[src/rtl/rnd_pkg.sv]
// Types and constants of the request deframer core.
// No dependencies; the output interface, parser, skid register, top level and checker import it.
package rnd_pkg;

  localparam int CONN_W    = 31;
  localparam int OUT_LEN_W = 24;

  localparam logic [7:0] CHAR_SPACE = 8'h20;
  localparam logic [7:0] CHAR_COLON = 8'h3A;

  typedef enum logic [3:0] {
    FLD_ID   = 4'd0,
    FLD_CONN = 4'd1,
    FLD_PATH = 4'd2,
    FLD_HLEN = 4'd3,
    FLD_HDR  = 4'd4,
    FLD_SKIP = 4'd5,
    FLD_BLEN = 4'd6,
    FLD_BODY = 4'd7,
    FLD_IGN  = 4'd8
  } field_t;

  typedef enum logic [1:0] {
    ST_OK    = 2'd0,
    ST_TRUNC = 2'd1,
    ST_OVF   = 2'd2,
    ST_NOLEN = 2'd3
  } status_t;

  typedef struct packed {
    field_t                 field;
    logic [7:0]             byte_out;
    logic                   payload_valid;
    logic                   field_end;
    logic [CONN_W-1:0]      conn_num;
    logic [OUT_LEN_W-1:0]   header_length;
    logic [OUT_LEN_W-1:0]   body_length;
    status_t                status;
    logic                   message_end;
  } result_t;

endpackage

[src/rtl/rnd_skid.sv]
// Result register with one skid entry for the request deframer output.
// Uses rnd_pkg for the result struct.
module rnd_skid import rnd_pkg::*; (
  input  logic    clk,
  input  logic    rst,
  input  logic    push_valid,
  input  result_t push_data,
  output logic    push_ready,
  output logic    pop_valid,
  output result_t pop_data,
  input  logic    pop_ready
);

  logic    skid_valid;
  result_t skid_data;
  logic    push;
  logic    load_out;

  assign push_ready = !skid_valid;
  assign push       = push_valid && push_ready;
  assign load_out   = !pop_valid || pop_ready;

  always_ff @(posedge clk) begin
    if (rst) begin
      pop_valid  <= 1'b0;
      skid_valid <= 1'b0;
    end else if (load_out) begin
      pop_valid  <= skid_valid || push;
      skid_valid <= 1'b0;
    end else if (push) begin
      skid_valid <= 1'b1;
    end
    if (load_out) begin
      pop_data <= skid_valid ? skid_data : push_data;
    end else if (push) begin
      skid_data <= push_data;
    end
  end

endmodule

[config.mk]
export PLATFORM = sky130hd
export DESIGN_NAME = rnd_skid
export DESIGN_NICKNAME = d
export VERILOG_FILES = /design/src/rtl/rnd_pkg.sv /design/src/rtl/rnd_skid.sv
export SDC_FILE = /design/constraint.sdc
export NUM_CORES = 1
export LEC_CHECK = 0
export ABC_AREA = 1
export BUFFER_PORTS_ARGS = -buffer_cell sky130_fd_sc_hd__buf_2
export CAP_MARGIN = 20
export CORE_MARGIN = 3
export CORE_UTILIZATION = 45
export DETAILED_ROUTE_END_ITERATION = 16
export GPL_ROUTABILITY_DRIVEN = 0
export PLACE_DENSITY = 0.77
export SLEW_MARGIN = 10
export SYNTH_ARGS = -nofsm -noshare
export SYNTH_HDL_FRONTEND = slang
export SYNTH_SLANG_ARGS = --single-unit
export TNS_END_PERCENT = 1
[constraint.sdc]
create_clock -name clk -period 28.3 [get_ports clk]
set_clock_uncertainty 0.15 [all_clocks]
set_input_delay 7.075 -clock clk [delete_from_list [all_inputs] [get_ports clk]]
set_output_delay 7.075 -clock clk [all_outputs]
set_load 0.02 [all_outputs]
==> run_results.csv, run 1 <==
group,metric,value,unit
power,p_clk_share,37.1,%
clock_network,clk_latency,0.42,ns
timing,rsz0062_at_grt,"no",
clock_network,path_clk_slew,0.07,ns
detailed_routing,drtPass1Iterations,5,
finish,nets,812,
power,pwr-share-comb,8.3,%
detailed_routing,vias,4311,
status,status,"completed",
power,p_sw,0.1403,mW
timing,fin_crit_sh,34.19,%
timing,finalWorstSetupSlack,18.63,ns
placed_design,placed_cells,904,
clock_network,root_buffer,"clkbuf_16",
power,finalPower,0.6215,mW
synthesis,synth_top_cell_by_area,"edfxtp_1",
global_route,grt_max_degree,100,
placed_design,numPortBuffers,197,
synthesis,synth.avg_cell_area,13.74,sq um
clock_network,htreeDepth,4,
floorplanning,core,0.01526,sq mm
detailed_routing,drt_iter0_markers,300,
synthesis,synth_fp_nets,614,
synthesis,synth.most_common_cell,"nand2_1",
clock_network,post_cts_buffers,0,
placed_design,placed_area,0.008244,sq mm
clock_network,cts_buffers,17,
detailed_routing,ant_nets,0,
synthesis,synth_xor_area_share,0,%
clock_network,cts_tree,"built",
synthesis,yosys-mux-area-fraction,0,%
detailed_routing,via_per_inst,4.606,
finish,synthToLayoutAreaGrowth,24.80,%
timing,finalMaxSlewViolations,0,
finish,nFillCells,1235,
synthesis,synth_top_family_by_area,"simple AND/OR/NAND/NOR gates",
global_route,overflow,0,
global_route,grt_pass1_vias,4242,
floorplanning,io_pins,198,
power,power.density,70.50,mW/mm^2
synthesis,synth-async-reset-ratio,0,%
timing,setup_viol,0,
detailed_routing,avgRoutedWirePerCell,14.60,um
worst_setup_path,worst-setup-path-type,"flop to output pin",
synthesis,synth_fa_ha_area_share,0,%
timing,max_freq,103.4,MHz
power,p_int,0.4811,mW
detailed_routing,drt-total-wl,13.67,mm
worst_setup_path,cpPeakStageDelay,1.04,ns
worst_setup_path,worstPathMaxFanout,99,
min_path,hp-class,"flop to flop",
clock_network,holdBufCountCts,0,
synthesis,yosysTopAreaCellShare,81.63,%
global_route,antenna_found_initial,0,
power,p_leak,3.794,nW
synthesis,synth_area,0.007063,sq mm
power,swShare,22.58,%
clock_network,cts.sinks,194,
finish,regArea,0.005809,sq mm
worst_setup_path,critical_path_buf_inv_count,2,
finish,fin_cells,936,
global_route,grt_usage,15.94,%
finish,multi_input_area,0.001129,sq mm
power,p_seq_share,54.7,%
synthesis,synth_compound_area_share,0.07086,%
worst_setup_path,crit_path_cell_trace,"inv_4, buf_2",
synthesis,synth-simple-area-share,15.70,%
flow_run,maxCapViolCount,0,
worst_setup_path,cpMaxStageDelayCell,"dfxtp_4",
clock_network,post_cts_resized,0,
placed_design,pre_cts_ws,19.07,ns
timing,final_hold_viol_count,0,
worst_setup_path,required,21.08,ns
global_route,grt_pass1_wl,21.65,mm
worst_setup_path,cp_data_arrival_time,2.45,ns
worst_setup_path,cp-end-kind,"output pin",
finish,n_antenna_cell,0,
floorplanning,die_w,131.3,um
synthesis,synth_commonest_cells,"nand2_1, edfxtp_1, buf_2, buf_4, nor2_1",
placed_design,post-dp-hpwl,8.960,mm
clock_network,cts_buffer_depth,2,
timing,finalSetupTns,0,ns
synthesis,synthCells,514,
synthesis,synth_area_leaders,"edfxtp_1, nand2_1, buf_2",
finish,fin_area,0.008815,sq mm
timing,tightestPinTransition,1.050,ns
floorplanning,start_util,46.29,%
synthesis,synth-seq-cells,194,
synthesis,yosysSeqAreaShare,82.20,%
floorplanning,die_y,131.3,um
synthesis,synth_cell_types,11,
synthesis,synth_edf_count,192,
synthesis,dominantRegCellSynth,"edfxtp_1",
floorplanning,fp.dieArea,0.01723,sq mm
synthesis,synth_warnings,0,
timing,layout_min_cycle_time,9.675,ns
floorplanning,rows,45,
power,ir_worst_vdd,0.00003668,V
finish,drive_above_1_share,32.14,%
timing,timing.max_slew.rel_slack,29.98,%
worst_setup_path,cp-start-kind,"flop",
detailed_routing,drc,0,
finish,fin_util,57.77,%
worst_setup_path,crit_family,"flip-flops",
timing,whs,0.3616,ns
registers in the layout, indices dropped and copies added (netlist names):
register,count
pop_data,96
pop_valid,1
skid_data,96
skid_valid,1
worst reg2reg max path, delay by kind of cell, from the launching register on:
| kind | cells | cell delay, ns |
|---|---|---|
| buf+inv | 3 | 1.72 |
| flops | 1 | 0.65 |
| simple gates | 2 | 0.36 |
layout by cell type (no fill, tap or decap), drive strengths merged:
cell | netlist | final
inv | 3 | 4
edfxtp | 192 | 192
clkinv | 0 | 5
dfxtp | 2 | 2
buf | 21 | 200
clkbuf | 0 | 19
o21ai | 1 | 1
nor2 | 3 | 3
nand2 | 291 | 291
clkinvlp | 0 | 5
bufinv | 0 | 2
nand3 | 1 | 1
final timing paths:
check / slack [ns] / start / end / depth (start not counted)
setup / recovery: 18.63 / skid_valid / push_ready / 2
hold / removal: 0.36 / skid_data[20] / pop_data[20] / 2
setup reg to reg: 25.06 / skid_valid / skid_data[35] / 5
hold reg to reg: 0.36 / skid_data[20] / pop_data[20] / 2
cell families after synthesis:
group,after synthesis
simple gates,295
flops,194
buf+inv,24
compound gates,1
area by class of cell:
cell class | count | share of cell area, %
sequential | 194 | 65.90
multi-input combinational | 296 | 12.80
timing repair buffer | 200 | 11.67
clock buffer | 19 | 4.911
tap | 211 | 2.995
clock inverter | 13 | 1.561
inverter | 3 | 0.1561
power groups by stage:
stage          registers [mW]  clock network (mW)  logic (mW)
6_report                0.340               0.230      0.0513
5_1_grt                 0.341               0.245      0.0561
4_1_cts                 0.340               0.235      0.0522
3_5_place_dp            0.346                   0      0.0522
3_3_place_gp            0.346                   0      0.0506
2_1_floorplan           0.362                   0      0.0125
routing by layer:
| metal | vias to the layer above | share of wire (%) | track usage (%) |
|---|---|---|---|
| li1 | 2128 | - | - |
| met1 | 1983 | 40 | 19.61 |
| met2 | 180 | 51 | 26.93 |
| met3 | 20 | 7.4 | 3.982 |
| met4 | 0 | 2.0 | 6.943 |
| met5 | - | 0 | 0 |
Power figures use the tool's default switching activity.
==> inputs of run 2 (changes only) <==
--- a/config.mk
+++ b/config.mk
@@ -12,7 +12,7 @@
 export CORE_UTILIZATION = 45
 export DETAILED_ROUTE_END_ITERATION = 16
 export GPL_ROUTABILITY_DRIVEN = 0
-export PLACE_DENSITY = 0.77
+export PLACE_DENSITY = 0.8
 export SLEW_MARGIN = 10
 export SYNTH_ARGS = -nofsm -noshare
 export SYNTH_HDL_FRONTEND = slang
==> constraint.sdc (replaced) <==
create_clock -name clk -period 8.27 [get_ports clk]
set_clock_uncertainty 0.15 [all_clocks]
set_input_delay 2.0675 -clock clk [delete_from_list [all_inputs] [get_ports clk]]
set_output_delay 2.0675 -clock clk [all_outputs]
set_load 0.02 [all_outputs]
==> run 2 against run 1 <==
Effect of this change: combinational power grew to 3.4 times the previous value; sequential power grew to 3.4 times the previous value; register-to-register slack worse by 20 ns.
==> run_results.csv, run 2 (synthesized netlist as in run 1, its figures left out) <==
group,metric,value,unit
timing,whs,0.3619,ns
timing,finalMaxSlewViolations,0,
floorplanning,fp.dieArea,0.01723,sq mm
detailed_routing,ant_nets,0,
status,status,"completed",
flow_run,maxCapViolCount,0,
timing,fin_crit_sh,55.95,%
global_route,grt_pass1_vias,4342,
global_route,grt_pass1_wl,21.40,mm
clock_network,post_cts_resized,0,
finish,nets,812,
timing,layout_min_cycle_time,4.627,ns
clock_network,path_clk_slew,0.07,ns
global_route,overflow,0,
detailed_routing,drt-total-wl,13.57,mm
finish,nFillCells,1263,
floorplanning,die_y,131.3,um
finish,regArea,0.005809,sq mm
detailed_routing,drc,0,
floorplanning,core,0.01526,sq mm
worst_setup_path,cp-start-kind,"flop",
global_route,grt_max_degree,100,
power,p_leak,3.786,nW
floorplanning,start_util,46.29,%
clock_network,cts.sinks,194,
min_path,hp-class,"flop to flop",
clock_network,root_buffer,"clkbuf_16",
worst_setup_path,required,6.05,ns
detailed_routing,drtPass1Iterations,5,
clock_network,htreeDepth,4,
timing,finalSetupTns,0,ns
clock_network,cts_buffers,17,
power,ir_worst_vdd,0.0001500,V
global_route,grt_usage,15.84,%
timing,timing.max_slew.rel_slack,31.35,%
worst_setup_path,cp-end-kind,"output pin",
clock_network,cts_tree,"built",
clock_network,holdBufCountCts,0,
finish,fin_util,57.58,%
finish,multi_input_area,0.001129,sq mm
finish,final_common_cell,"nand2_1",
detailed_routing,avgRoutedWirePerCell,14.53,um
detailed_routing,via_per_inst,4.633,
floorplanning,die_w,131.3,um
floorplanning,io_pins,198,
timing,tightestPinTransition,1.030,ns
worst_setup_path,worstPathMaxFanout,99,
floorplanning,rows,45,
clock_network,cts_buffer_depth,2,
placed_design,post-dp-hpwl,8.944,mm
worst_setup_path,cp_data_arrival_time,2.41,ns
finish,most-common-layout-cells,"nand2_1, buf_2, edfxtp_1, clkbuf_16",
timing,max_freq,216.1,MHz
detailed_routing,drt_iter0_markers,283,
global_route,antenna_found_initial,1,
timing,final_hold_viol_count,0,
placed_design,numPortBuffers,197,
power,power.density,239.8,mW/mm^2
detailed_routing,vias,4327,
worst_setup_path,worst-setup-path-type,"flop to output pin",
finish,n_antenna_cell,0,
finish,largestRegisters,"pop_data x96, skid_data x96",
clock_network,post_cts_buffers,0,
clock_network,clk_latency,0.42,ns
timing,rsz0062_at_grt,"no",
timing,setup_viol,0,
finish,drive_above_1_share,31.67,%
finish,synthToLayoutAreaGrowth,24.39,%
[run 2: area by class of cell]
class | count | area share [%]
clock inverters | 11 | 1.324
well taps | 211 | 3.005
clock buffers | 19 | 4.927
inverters | 3 | 0.1567
repair buffers | 200 | 11.62
multi-input cells | 296 | 12.85
flip-flops and latches | 194 | 66.12
[run 2: per-stage QoR]
stage	area (sq um)	std cells	power, mW	worst slack (ns)
6_report	8786	934	2.107	3.643
5_1_grt	8786	934	2.180	3.367
4_1_cts	8786	934	2.126	3.585
3_5_place_dp	8237	904	1.361	3.941
3_3_place_gp	8217	903	1.355	3.371
2_1_floorplan	7066	514	1.280	0.1043
[run 2: worst max-delay path, cell delays in order (launching register included)]
cell     delay, ns
dfxtp_4       1.02
inv_4         0.59
buf_2         0.35
[run 2: metal layers]
| metal | up-vias | GRT usage [%] | wire length (um) |
|---|---|---|---|
| met5 | - | 0 | 13 |
| met4 | 2 | 4.434 | 140 |
| met3 | 13 | 5.475 | 927 |
| met2 | 153 | 26.24 | 6691 |
| met1 | 2035 | 20.03 | 5799 |
| li1 | 2124 | - | - |
[run 2: path summary, 6_finish.rpt]
check                     start  cells after the start  slack [ns]            end
setup / recovery     skid_valid                      2        3.64     push_ready
hold / removal    skid_data[79]                      2        0.36   pop_data[79]
setup reg to reg     skid_valid                      4        4.93  skid_data[50]
hold reg to reg   skid_data[79]                      2        0.36   pop_data[79]
[run 2: where the power goes]
group          switching (mW)  total, mW  internal (mW)
Sequential             0.0183       1.16           1.14
Combinational           0.118      0.175         0.0574
Clock                   0.331      0.770          0.439
Total                   0.467       2.11           1.64
