**config.mk**
```make
export PLATFORM = sky130hd
export DESIGN_NAME = rnd_parser
export DESIGN_NICKNAME = d
export VERILOG_FILES = /design/src/rtl/rnd_pkg.sv /design/src/rtl/rnd_parser.sv
export SDC_FILE = /design/constraint.sdc
export NUM_CORES = 1
export LEC_CHECK = 0
export BUFFER_PORTS_ARGS = -buffer_cell sky130_fd_sc_hd__buf_2
export CELL_PAD_IN_SITES_DETAIL_PLACEMENT = 1
export CELL_PAD_IN_SITES_GLOBAL_PLACEMENT = 2
export CORE_ASPECT_RATIO = 0.75
export CORE_MARGIN = 1
export CORE_UTILIZATION = 38
export DETAILED_ROUTE_END_ITERATION = 7
export PLACE_DENSITY = 0.84
export REMOVE_ABC_BUFFERS = 1
export SETUP_SLACK_MARGIN = 0.4
export SLEW_MARGIN = 10
export SYNTH_ARGS = -nofsm -noshare
export SYNTH_HDL_FRONTEND = slang
export SYNTH_SLANG_ARGS = --single-unit
```
**constraint.sdc**
```tcl
create_clock -name clk -period 9.62 [get_ports clk]
set_clock_uncertainty 0.15 [all_clocks]
set_input_delay 0.962 -clock clk [delete_from_list [all_inputs] [get_ports clk]]
set_output_delay 0.962 -clock clk [all_outputs]
set_load 0.02 [all_outputs]
```
**src/rtl/rnd_pkg.sv**
```systemverilog
// Types and constants of the request deframer core.
// No dependencies; the output interface, parser, skid register, top level and checker import it.
package rnd_pkg;

  localparam int CONN_W    = 31;
  localparam int OUT_LEN_W = 24;

  localparam logic [7:0] CHAR_SPACE = 8'h20;
  localparam logic [7:0] CHAR_COLON = 8'h3A;

  typedef enum logic [3:0] {
    FLD_ID   = 4'd0,
    FLD_CONN = 4'd1,
    FLD_PATH = 4'd2,
    FLD_HLEN = 4'd3,
    FLD_HDR  = 4'd4,
    FLD_SKIP = 4'd5,
    FLD_BLEN = 4'd6,
    FLD_BODY = 4'd7,
    FLD_IGN  = 4'd8
  } field_t;

  typedef enum logic [1:0] {
    ST_OK    = 2'd0,
    ST_TRUNC = 2'd1,
    ST_OVF   = 2'd2,
    ST_NOLEN = 2'd3
  } status_t;

  typedef struct packed {
    field_t                 field;
    logic [7:0]             byte_out;
    logic                   payload_valid;
    logic                   field_end;
    logic [CONN_W-1:0]      conn_num;
    logic [OUT_LEN_W-1:0]   header_length;
    logic [OUT_LEN_W-1:0]   body_length;
    status_t                status;
    logic                   message_end;
  } result_t;

endpackage

```
**src/rtl/rnd_parser.sv**
```systemverilog
// Input register, parse state and next-state logic of the request deframer.
// Uses rnd_pkg for field codes, status codes and the result struct.
module rnd_parser import rnd_pkg::*; #(
  parameter int LEN_BITS = 24
) (
  input  logic       clk,
  input  logic       rst,
  input  logic       in_valid,
  output logic       in_ready,
  input  logic [7:0] in_byte,
  input  logic       in_eom,
  output logic       res_valid,
  output result_t    res,
  input  logic       res_space
);

  localparam int EXT_W = (LEN_BITS > OUT_LEN_W) ? LEN_BITS : OUT_LEN_W;
  localparam logic [EXT_W-1:0] OUT_MAX_EXT = EXT_W'({OUT_LEN_W{1'b1}});

  // Input register.
  logic       s1_valid;
  logic [7:0] s1_byte;
  logic       s1_eom;
  logic       advance;

  // Parse state.
  field_t              phase, phase_next;
  logic [LEN_BITS-1:0] remaining, remaining_next;
  logic [CONN_W-1:0]   conn_acc, conn_acc_next;
  logic                conn_done, conn_done_next;
  logic [LEN_BITS-1:0] hlen, hlen_next;
  logic [LEN_BITS-1:0] blen, blen_next;
  status_t             err, err_next;
  logic                len_seen, len_seen_next;
  logic                len_done, len_done_next;

  // Datapath helpers.
  logic                is_digit;
  logic [3:0]          digit;
  logic [LEN_BITS-1:0] len_src;
  logic [LEN_BITS+3:0] len_prod;
  logic                len_ovf;
  logic [LEN_BITS-1:0] len_sat;
  logic [CONN_W+3:0]   conn_prod;
  logic [CONN_W-1:0]   conn_sat;
  logic [LEN_BITS-1:0] rem_dec;
  logic                pv, fe;
  logic [EXT_W-1:0]    hlen_ext, blen_ext;

  assign advance   = s1_valid && res_space;
  assign in_ready  = !s1_valid || res_space;
  assign res_valid = s1_valid;

  assign is_digit = (s1_byte inside {[8'h30:8'h39]});
  assign digit    = s1_byte[3:0];

  // One shared multiply-by-ten for whichever length is being read.
  assign len_src  = (phase == FLD_BLEN) ? blen : hlen;
  assign len_prod = ({4'b0, len_src} << 3) + ({4'b0, len_src} << 1)
                  + {{LEN_BITS{1'b0}}, digit};
  assign len_ovf  = |len_prod[LEN_BITS+3:LEN_BITS];
  assign len_sat  = len_ovf ? {LEN_BITS{1'b1}} : len_prod[LEN_BITS-1:0];

  assign conn_prod = ({4'b0, conn_acc} << 3) + ({4'b0, conn_acc} << 1)
                   + {{CONN_W{1'b0}}, digit};
  assign conn_sat  = (|conn_prod[CONN_W+3:CONN_W]) ? {CONN_W{1'b1}}
                                                   : conn_prod[CONN_W-1:0];

  assign rem_dec = (remaining == '0) ? '0 : remaining - 1'b1;

  always_comb begin
    phase_next     = phase;
    remaining_next = remaining;
    conn_acc_next  = conn_acc;
    conn_done_next = conn_done;
    hlen_next      = hlen;
    blen_next      = blen;
    err_next       = err;
    len_seen_next  = len_seen;
    len_done_next  = len_done;
    pv             = 1'b1;
    fe             = 1'b0;

    case (phase)
      FLD_ID, FLD_PATH: begin
        if (s1_byte == CHAR_SPACE) begin
          pv = 1'b0;
          fe = 1'b1;
          phase_next = (phase == FLD_ID) ? FLD_CONN : FLD_HLEN;
        end
      end
      FLD_CONN: begin
        if (s1_byte == CHAR_SPACE) begin
          pv = 1'b0;
          fe = 1'b1;
          phase_next = FLD_PATH;
        end else if (!conn_done) begin
          if (is_digit) conn_acc_next = conn_sat;
          else          conn_done_next = 1'b1;
        end
      end
      FLD_HLEN, FLD_BLEN: begin
        if (s1_byte == CHAR_COLON) begin
          pv = 1'b0;
          fe = 1'b1;
          if (!len_seen && err_next == ST_OK) err_next = ST_NOLEN;
          len_seen_next = 1'b0;
          len_done_next = 1'b0;
          remaining_next = len_src;
          if (phase == FLD_HLEN) phase_next = (len_src == '0) ? FLD_SKIP : FLD_HDR;
          else                   phase_next = (len_src == '0) ? FLD_IGN : FLD_BODY;
        end else if (!len_done) begin
          if (!is_digit) begin
            len_done_next = 1'b1;
          end else begin
            len_seen_next = 1'b1;
            if (phase == FLD_HLEN) hlen_next = len_sat;
            else                   blen_next = len_sat;
            if (len_ovf && err_next == ST_OK) err_next = ST_OVF;
          end
        end
      end
      FLD_HDR, FLD_BODY: begin
        remaining_next = rem_dec;
        if (rem_dec == '0) begin
          fe = 1'b1;
          phase_next = (phase == FLD_HDR) ? FLD_SKIP : FLD_IGN;
        end
      end
      FLD_SKIP: begin
        pv = 1'b0;
        fe = 1'b1;
        phase_next = FLD_BLEN;
      end
      default: begin
        pv = 1'b0;
      end
    endcase

    // A message that ends before its body is complete is truncated.
    if (s1_eom && (phase_next < FLD_IGN) && err_next == ST_OK) err_next = ST_TRUNC;
  end

  assign hlen_ext = EXT_W'(hlen_next);
  assign blen_ext = EXT_W'(blen_next);

  always_comb begin
    res.field         = phase;
    res.byte_out      = s1_byte;
    res.payload_valid = pv;
    res.field_end     = fe;
    res.conn_num      = conn_acc_next;
    res.header_length = (hlen_ext > OUT_MAX_EXT) ? {OUT_LEN_W{1'b1}} : hlen_ext[OUT_LEN_W-1:0];
    res.body_length   = (blen_ext > OUT_MAX_EXT) ? {OUT_LEN_W{1'b1}} : blen_ext[OUT_LEN_W-1:0];
    res.status        = err_next;
    res.message_end   = s1_eom;
  end

  always_ff @(posedge clk) begin
    if (rst) begin
      s1_valid <= 1'b0;
    end else if (in_valid && in_ready) begin
      s1_valid <= 1'b1;
    end else if (advance) begin
      s1_valid <= 1'b0;
    end
    if (in_valid && in_ready) begin
      s1_byte <= in_byte;
      s1_eom  <= in_eom;
    end
  end

  always_ff @(posedge clk) begin
    if (rst || (advance && s1_eom)) begin
      phase     <= FLD_ID;
      remaining <= '0;
      conn_acc  <= '0;
      conn_done <= 1'b0;
      hlen      <= '0;
      blen      <= '0;
      err       <= ST_OK;
      len_seen  <= 1'b0;
      len_done  <= 1'b0;
    end else if (advance) begin
      phase     <= phase_next;
      remaining <= remaining_next;
      conn_acc  <= conn_acc_next;
      conn_done <= conn_done_next;
      hlen      <= hlen_next;
      blen      <= blen_next;
      err       <= err_next;
      len_seen  <= len_seen_next;
      len_done  <= len_done_next;
    end
  end

endmodule

```
==> results of run 1 <==
-- critical path, cell delays in order, from the launching register on --
cell and delay, ps:
dfxtp_1 560, nor2b_1 390, nand2_1 100, buf_4 300, mux2i_1 390, inv_1 140
fa_1 530, inv_1 80, fa_1 460, nor2b_1 260, o31a_1 230, o22ai_1 180
o41a_1 410, o32ai_1 330, o2111ai_1 230, a211oi_4 230, buf_4 760, a31oi_1 210
buf_2 210
-- cell families (layout without fill, tap and decap cells) --
group	after synthesis	count (layout)	synth area share (%)
simple gates	414	414	18.37
xor+xnor	58	58	4.833
fa+ha+maj	111	111	13.49
mux	29	29	2.786
flops	122	122	24.10
buf+inv	147	204	5.476
compound gates	499	499	30.95
-- area by class of cell --
cell class                 count  area share [%]
clock inverter                13           1.788
multi-input combinational   1111           62.51
inverter                      48           1.506
sequential                   122           21.17
timing repair buffer         124           5.480
tap                          351           3.671
clock buffer                  19           3.880
-- stage by stage --
stage          cells  power [W]  util, %
3_3_place_gp    1756  0.0005608    41.70
5_1_grt         1788   0.001343    44.20
4_1_cts         1788   0.001318    44.20
2_1_floorplan   1281  0.0005449        -
6_report        1788   0.001307    44.20
3_5_place_dp    1756  0.0005615    41.70
-- cells in the final DEF, fill, tap and decap left out, types with 13 or more instances in the layout --
master / instances
dfxtp_1: 113
xor2_1: 27
buf_2: 110
a21oi_1: 86
a31oi_1: 103
nor4_1: 24
o21ai_0: 116
a21o_1: 20
nand4_1: 13
nand3_1: 21
o31a_1: 35
ha_1: 106
nor2_1: 180
clkbuf_16: 18
or3_1: 17
inv_1: 48
o22a_1: 33
nand2_1: 70
xnor2_1: 31
a211oi_1: 13
mux2i_1: 27
buf_4: 14
nor3_1: 33
-- power by group through the flow --
stage               clock [W]  sequential [W]  combinational (W)
finish               0.000756        0.000518          0.0000327
CTS                  0.000767        0.000518          0.0000327
floorplan                   0        0.000531          0.0000140
global route         0.000789        0.000518          0.0000353
detailed placement          0        0.000529          0.0000324
global placement            0        0.000529          0.0000318
-- worst max-delay path by stage --
stage,end,startpoint
after detailed placement,res[30],phase[1]
after global placement,res[1],phase[1]
final,res[30],phase[1]
after CTS,res[30],phase[1]
after floorplan,res[27],phase[1]
after global routing,res[30],phase[1]
-- flip-flops by register name, indices dropped and copies added, names as in the netlist, named ones only --
register   flops
len_seen       1
len_done       1
s1_eom         1
err            2
conn_acc      31
blen          21
res_valid      1
s1_byte        8
remaining     24
phase          4
conn_done      1
hlen          21
-- per-layer routing --
metal	track usage [%]	up-vias	wire length, um
met5	0	-	0
met4	5.476	0	356
met3	5.613	23	1638
met2	36.24	208	14400
met1	38.53	5300	19500
li1	-	5255	-
==> metrics.csv, run 1 <==
stage,metric,value,unit
cells_and_area,layout filler cell count,3376,
place,post-place setup slack,2573,ps
synthesis,Netlist cell types,75,
drt,ANT nets after route,0,
place,placed cell areas,11290,um^2
clock_network,Worst-path clk slew,60,ps
sta,worst slew pin tran,1147,ps
global_route,GRT Util Overall,25.45,%
synthesis,Post-synth top flop,dfxtp_1,
cells_and_area,storage element area,2532,um^2
status,status,completed,
sta,Final Worst Setup Slack,2012,ps
place,HPWL Detailed,26020,um
die,Die Ht,146.0,um
synthesis,Synth area leader,dfxtp_1,
place,placer congestion estimate,0.9288,
worst_setup_path,crit path max fanout,99,
sta,Slew Limit Fails,0,
worst_hold_path,Hold Path Sink,remaining[20],
sta,min cycle time layout,7608,ps
worst_hold_path,Worst Hold Class,flip-flop to flip-flop,
cells_and_area,cell area after layout,11960,um^2
global_route,vias in the first global route,10653,
flow_run,max-cap viol count,0,
clock_network,clock net sink count,122,
global_route,grt ovf,0,
drt,via count,10786,
cells_and_area,Antenna diodes,0,
die,CORE AREA,27070,um^2
power_and_ir_drop,sequential share of power,39.6,%
clock_network,root buf cell,clkbuf_16,
cells_and_area,Nets,1547,
worst_setup_path,CP Capture Type,output port,
worst_setup_path,Setup CP Type,flip-flop to output port,
synthesis,most common cell in the synthesized netlist,nor2_1,
die,Ports,111,
clock_network,TritonCTS clock tree,done,
power_and_ir_drop,Comb power frac,2.5,%
power_and_ir_drop,pwr/cell area,109.2,nW/um^2
synthesis,Post-synth EDFFs,9,
power_and_ir_drop,Max VDD drop,0.0001219,V
power_and_ir_drop,LEAKAGE,5.526,nW
cells_and_area,fraction of layout cells with a size suffix above 1,12.80,%
synthesis,synth warn,0,
power_and_ir_drop,Sw Share,22.97,%
worst_setup_path,Arrival @ worst endpoint,6500,ps
sta,setup tns final,0,ps
drt,first drt pass iteration count,5,
synthesis,synthesized cell area,10510,um^2
sta,RSZ-0062 raised after global routing,false,
synthesis,average size of a mapped cell,7.616,um^2
drt,Starting DRT DRC Count,676,
worst_setup_path,FF-to-FF setup slack,3480,ps
synthesis,Synth area leaders,"dfxtp_1, ha_1, nor2_1, a31oi_1, o21ai_0",
sta,final setup vio count,0,
synthesis,"Seq/Total Area, Yosys",24.10,%
sta,Hold Fails Final Rpt,0,
drt,DR vias/cell,6.032,
die,die area,28330,um^2
synthesis,Syn Inst Count,1380,
clock_network,post-cts hold buffer count,0,
worst_hold_path,Hold Crit Start,remaining[20],
worst_hold_path,worst hold stages,2,
worst_setup_path,CP required,8510,ps
clock_network,H-tree depth,4,
worst_setup_path,R2R cell count,17,
cells_and_area,Layout area overhead,13.83,%
die,num rows,52,
synthesis,Commonest cells post-synth,"nor2_1, o21ai_0, dfxtp_1, ha_1, a31oi_1",
sta,Slew HR,23.52,%
place,PortBufs,110,
drt,drt wl/cell,20.08,um
global_route,initial antenna violation count,0,
worst_setup_path,Reg-to-Reg Start,phase[1],
power_and_ir_drop,P_sw,0.0003003,W
power_and_ir_drop,Int Power,0.001007,W
cells_and_area,area of the multi-input gates,7478,um^2
synthesis,Seq cells post-synth,122,
die,Die X,194.0,um
die,Initial Util,38.83,%
drt,Routed WL,35900,um
global_route,pin count of the biggest net entering global routing,100,
worst_setup_path,r2r endpoint,blen[12],
clock_network,clk_lat worst skew,440,ps
clock_network,Post-CTS Setup Bufs,0,
sta,f_max,0.1314,GHz
clock_network,CTS Buffer Depth,2,
clock_network,post-cts sizing count,0,
synthesis,"Async S/R FF share, synth",0,%
power_and_ir_drop,Clk pwr share,57.9,%
sta,worst hold slack,363.2,ps
worst_setup_path,Critical Path Source Type,flip-flop,
clock_network,TritonCTS Buffers,17,
synthesis,top-area cell type share of the netlist area,21.52,%
sta,final period utilization,79.08,%
drt,DRC violations left,0,
global_route,first-pass GRT wire length,58650,um
No activity file was read; power rests on OpenSTA's default activity.
==> run 2, diff against run 1 <==
- CORE_UTILIZATION: 38 -> 32
- PLACE_DENSITY: 0.84 -> 0.75
- clock period: 9.62 -> 6.55 ns (I/O delays scaled with it)
==> metrics.csv, run 2 (synthesis gave the netlist of run 1 again) <==
stage,metric,value,unit
status,status,"finished, violations left",
status,failing checks,DRC,
drt,ANT nets after route,0,
power_and_ir_drop,sequential share of power,43.4,%
cells_and_area,Antenna diodes,0,
clock_network,H-tree depth,4,
global_route,vias in the first global route,10813,
worst_setup_path,"slowest stage delay, CP",550,ps
clock_network,TritonCTS clock tree,done,
worst_setup_path,CP required,5740,ps
cells_and_area,"commonest non-fill, non-tap cell in the layout",nor2_1,
place,placer congestion estimate,0.8840,
place,HPWL Detailed,27450,um
worst_setup_path,Slowest cell on crit path,fa_1,
place,placed cell areas,11580,um^2
sta,f_max,0.1703,GHz
worst_setup_path,CP Cell Sequence,nor2b_4 -> nand2_4 -> mux2i_2 -> inv_1 -> fa_1 -> inv_1 -> fa_1 -> nor2b_1 -> o31a_1 -> o22ai_1 -> o41a_1 -> o32ai_2 -> o2111ai_1 -> a211oi_4 -> buf_12 -> buf_12 -> a31oi_1 -> buf_2,
worst_hold_path,Hold Crit Start,in_byte[5],
drt,first drt pass iteration count,7,
sta,worst slew pin tran,1143,ps
die,Initial Util,32.46,%
clock_network,CTS Buffer Depth,2,
drt,Routed WL,37000,um
worst_setup_path,Arrival @ worst endpoint,5070,ps
die,die area,33580,um^2
cells_and_area,Biggest register,conn_acc,
sta,min cycle time layout,5872,ps
power_and_ir_drop,Comb power frac,2.7,%
worst_setup_path,Reg-to-Reg Start,phase[2],
place,Cells after DPL,1867,
die,Die X,211.3,um
flow_run,max-cap viol count,0,
worst_hold_path,Hold Path Sink,s1_byte[5],
power_and_ir_drop,P_sw,0.0004139,W
drt,DR vias/cell,5.668,
sta,RSZ-0062 raised after global routing,false,
sta,final setup vio count,0,
global_route,pin count of the biggest net entering global routing,65,
sta,Hold Fails Final Rpt,0,
clock_network,TritonCTS Buffers,17,
cells_and_area,Non-Filler Instances,1901,
power_and_ir_drop,Int Power,0.001339,W
cells_and_area,Largest register FFs,31,
cells_and_area,layout filler cell count,4008,
die,num rows,57,
power_and_ir_drop,pwr/cell area,142.9,nW/um^2
clock_network,post-cts hold buffer count,0,
sta,setup tns final,0,ps
sta,final period utilization,89.65,%
worst_hold_path,Worst Hold Class,input port to flip-flop,
sta,Slew Limit Fails,0,
global_route,grt ovf,0,
drt,drt wl/cell,19.46,um
drt,via count,10775,
worst_setup_path,r2r endpoint,hlen[1],
worst_hold_path,worst hold stages,1,
worst_setup_path,WP buf/inv,5,
global_route,initial antenna violation count,0,
clock_network,Worst-path clk slew,60,ps
die,Die Ht,159.0,um
global_route,first-pass GRT wire length,60530,um
place,PortBufs,110,
die,Ports,111,
cells_and_area,largest registers,"conn_acc (31), remaining (24)",
worst_setup_path,Setup CP Type,flip-flop to output port,
power_and_ir_drop,total power,0.001753,W
power_and_ir_drop,LEAKAGE,5.582,nW
global_route,GRT Util Overall,22.35,%
drt,DRC violations left,4,
worst_setup_path,Critical Path Source Type,flip-flop,
worst_setup_path,R2R cell count,18,
power_and_ir_drop,Clk pwr share,53.9,%
worst_setup_path,CP Capture Type,output port,
clock_network,clock net sink count,122,
cells_and_area,area of the multi-input gates,7556,um^2
power_and_ir_drop,Max VDD drop,0.0001590,V
cells_and_area,Nets,1569,
cells_and_area,storage element area,2536,um^2
sta,Slew HR,23.79,%
cells_and_area,fraction of layout cells with a size suffix above 1,14.87,%
clock_network,root buf cell,clkbuf_16,
die,CORE AREA,32380,um^2
clock_network,clk_lat worst skew,440,ps
worst_setup_path,FF-to-FF setup slack,1710,ps
cells_and_area,most frequent cells in the layout,"nor2_1, o21ai_0, dfxtp_1, buf_2, ha_1",
power_and_ir_drop,Sw Share,23.61,%
sta,worst hold slack,238.4,ps
worst_setup_path,crit path max fanout,40,
worst_setup_path,crit-path leading delay family,compound AO/OA/AOI/OAI gates,
drt,Starting DRT DRC Count,720,
cells_and_area,Layout area overhead,16.73,%
cells_and_area,cell area after layout,12270,um^2
==> run 2: cell count changes in the layout (fill, tap and decap cells not counted), sizes merged <==
| cell | delta |
|---|---|
| clkbuf | +7 |
| bufinv | -4 |
| clkinvlp | +1 |
| inv | -1 |
| clkinv | -3 |
| buf | +22 |
==> run 2: metal layers <==
layer | share of wire (%) | global-route usage (%) | vias up | routed length [um]
li1 | - | - | 5322 | -
met1 | 54 | 34.32 | 5242 | 19990
met2 | 41 | 31.71 | 190 | 15060
met3 | 4.5 | 4.734 | 21 | 1669
met4 | 0.76 | 3.986 | 0 | 281
met5 | 0 | 0 | - | 0
==> run 2: power by group through the flow <==
stage                     sequential [W]  combinational [W]  clock [W]
final                           0.000761          0.0000470   0.000945
after global routing            0.000761          0.0000515   0.000999
after CTS                       0.000761          0.0000473   0.000971
after detailed placement        0.000777          0.0000474          0
after global placement          0.000777          0.0000473          0
after floorplan                 0.000780          0.0000206          0
==> run 2: layout make-up <==
| cell class | instances | area share, % |
|---|---|---|
| inverter | 48 | 1.469 |
| clock inverter | 6 | 0.5099 |
| tap | 442 | 4.508 |
| multi-input combinational | 1111 | 61.59 |
| sequential | 122 | 20.67 |
| clock buffer | 26 | 4.151 |
| timing repair buffer | 146 | 7.098 |
==> run 2: per-stage QoR <==
| step | utilization, % | setup slack (ps) |
|---|---|---|
| final | 37.89 | 677.8 |
| after global placement | 35.77 | 435.3 |
| after CTS | 37.68 | 483.7 |
| after global routing | 37.89 | 420.0 |
| after detailed placement | 35.77 | 368.0 |
| after floorplan | - | -2245 |
==> run 2: worst register-to-register path: stages (launching register included) <==
cell       delay [ps]
dfxtp_2           410
nor2b_4           220
nand2_4           140
mux2i_2           230
inv_1             110
fa_1              550
inv_1              70
fa_1              450
nor2b_1           210
o31a_1            210
o22ai_1           170
o41a_1            410
o32ai_2           260
o2111ai_1         200
a211oi_4          290
buf_12            170
buf_4             180
buf_4             190
a31oi_1            90
==> run 2: what timing repair did <==
item	4_1_cts	5_1_grt
setup buffers	2	0
pin swaps	1	0
resized for setup	8	13
endpoints found under the setup margin	50	50
==> run 2: how the worst max path moves through the flow <==
| stage | cells past startpoint | start | slack [ps] | end |
|---|---|---|---|---|
| CTS | 18 | phase[2] | 480 | res[31] |
| global route | 18 | phase[2] | 420 | res[34] |
| detailed placement | 17 | phase[0] | 370 | res[33] |
| floorplan | 15 | phase[1] | -2240 | res[27] |
| global placement | 17 | phase[0] | 440 | res[27] |
| finish | 18 | phase[2] | 680 | res[31] |
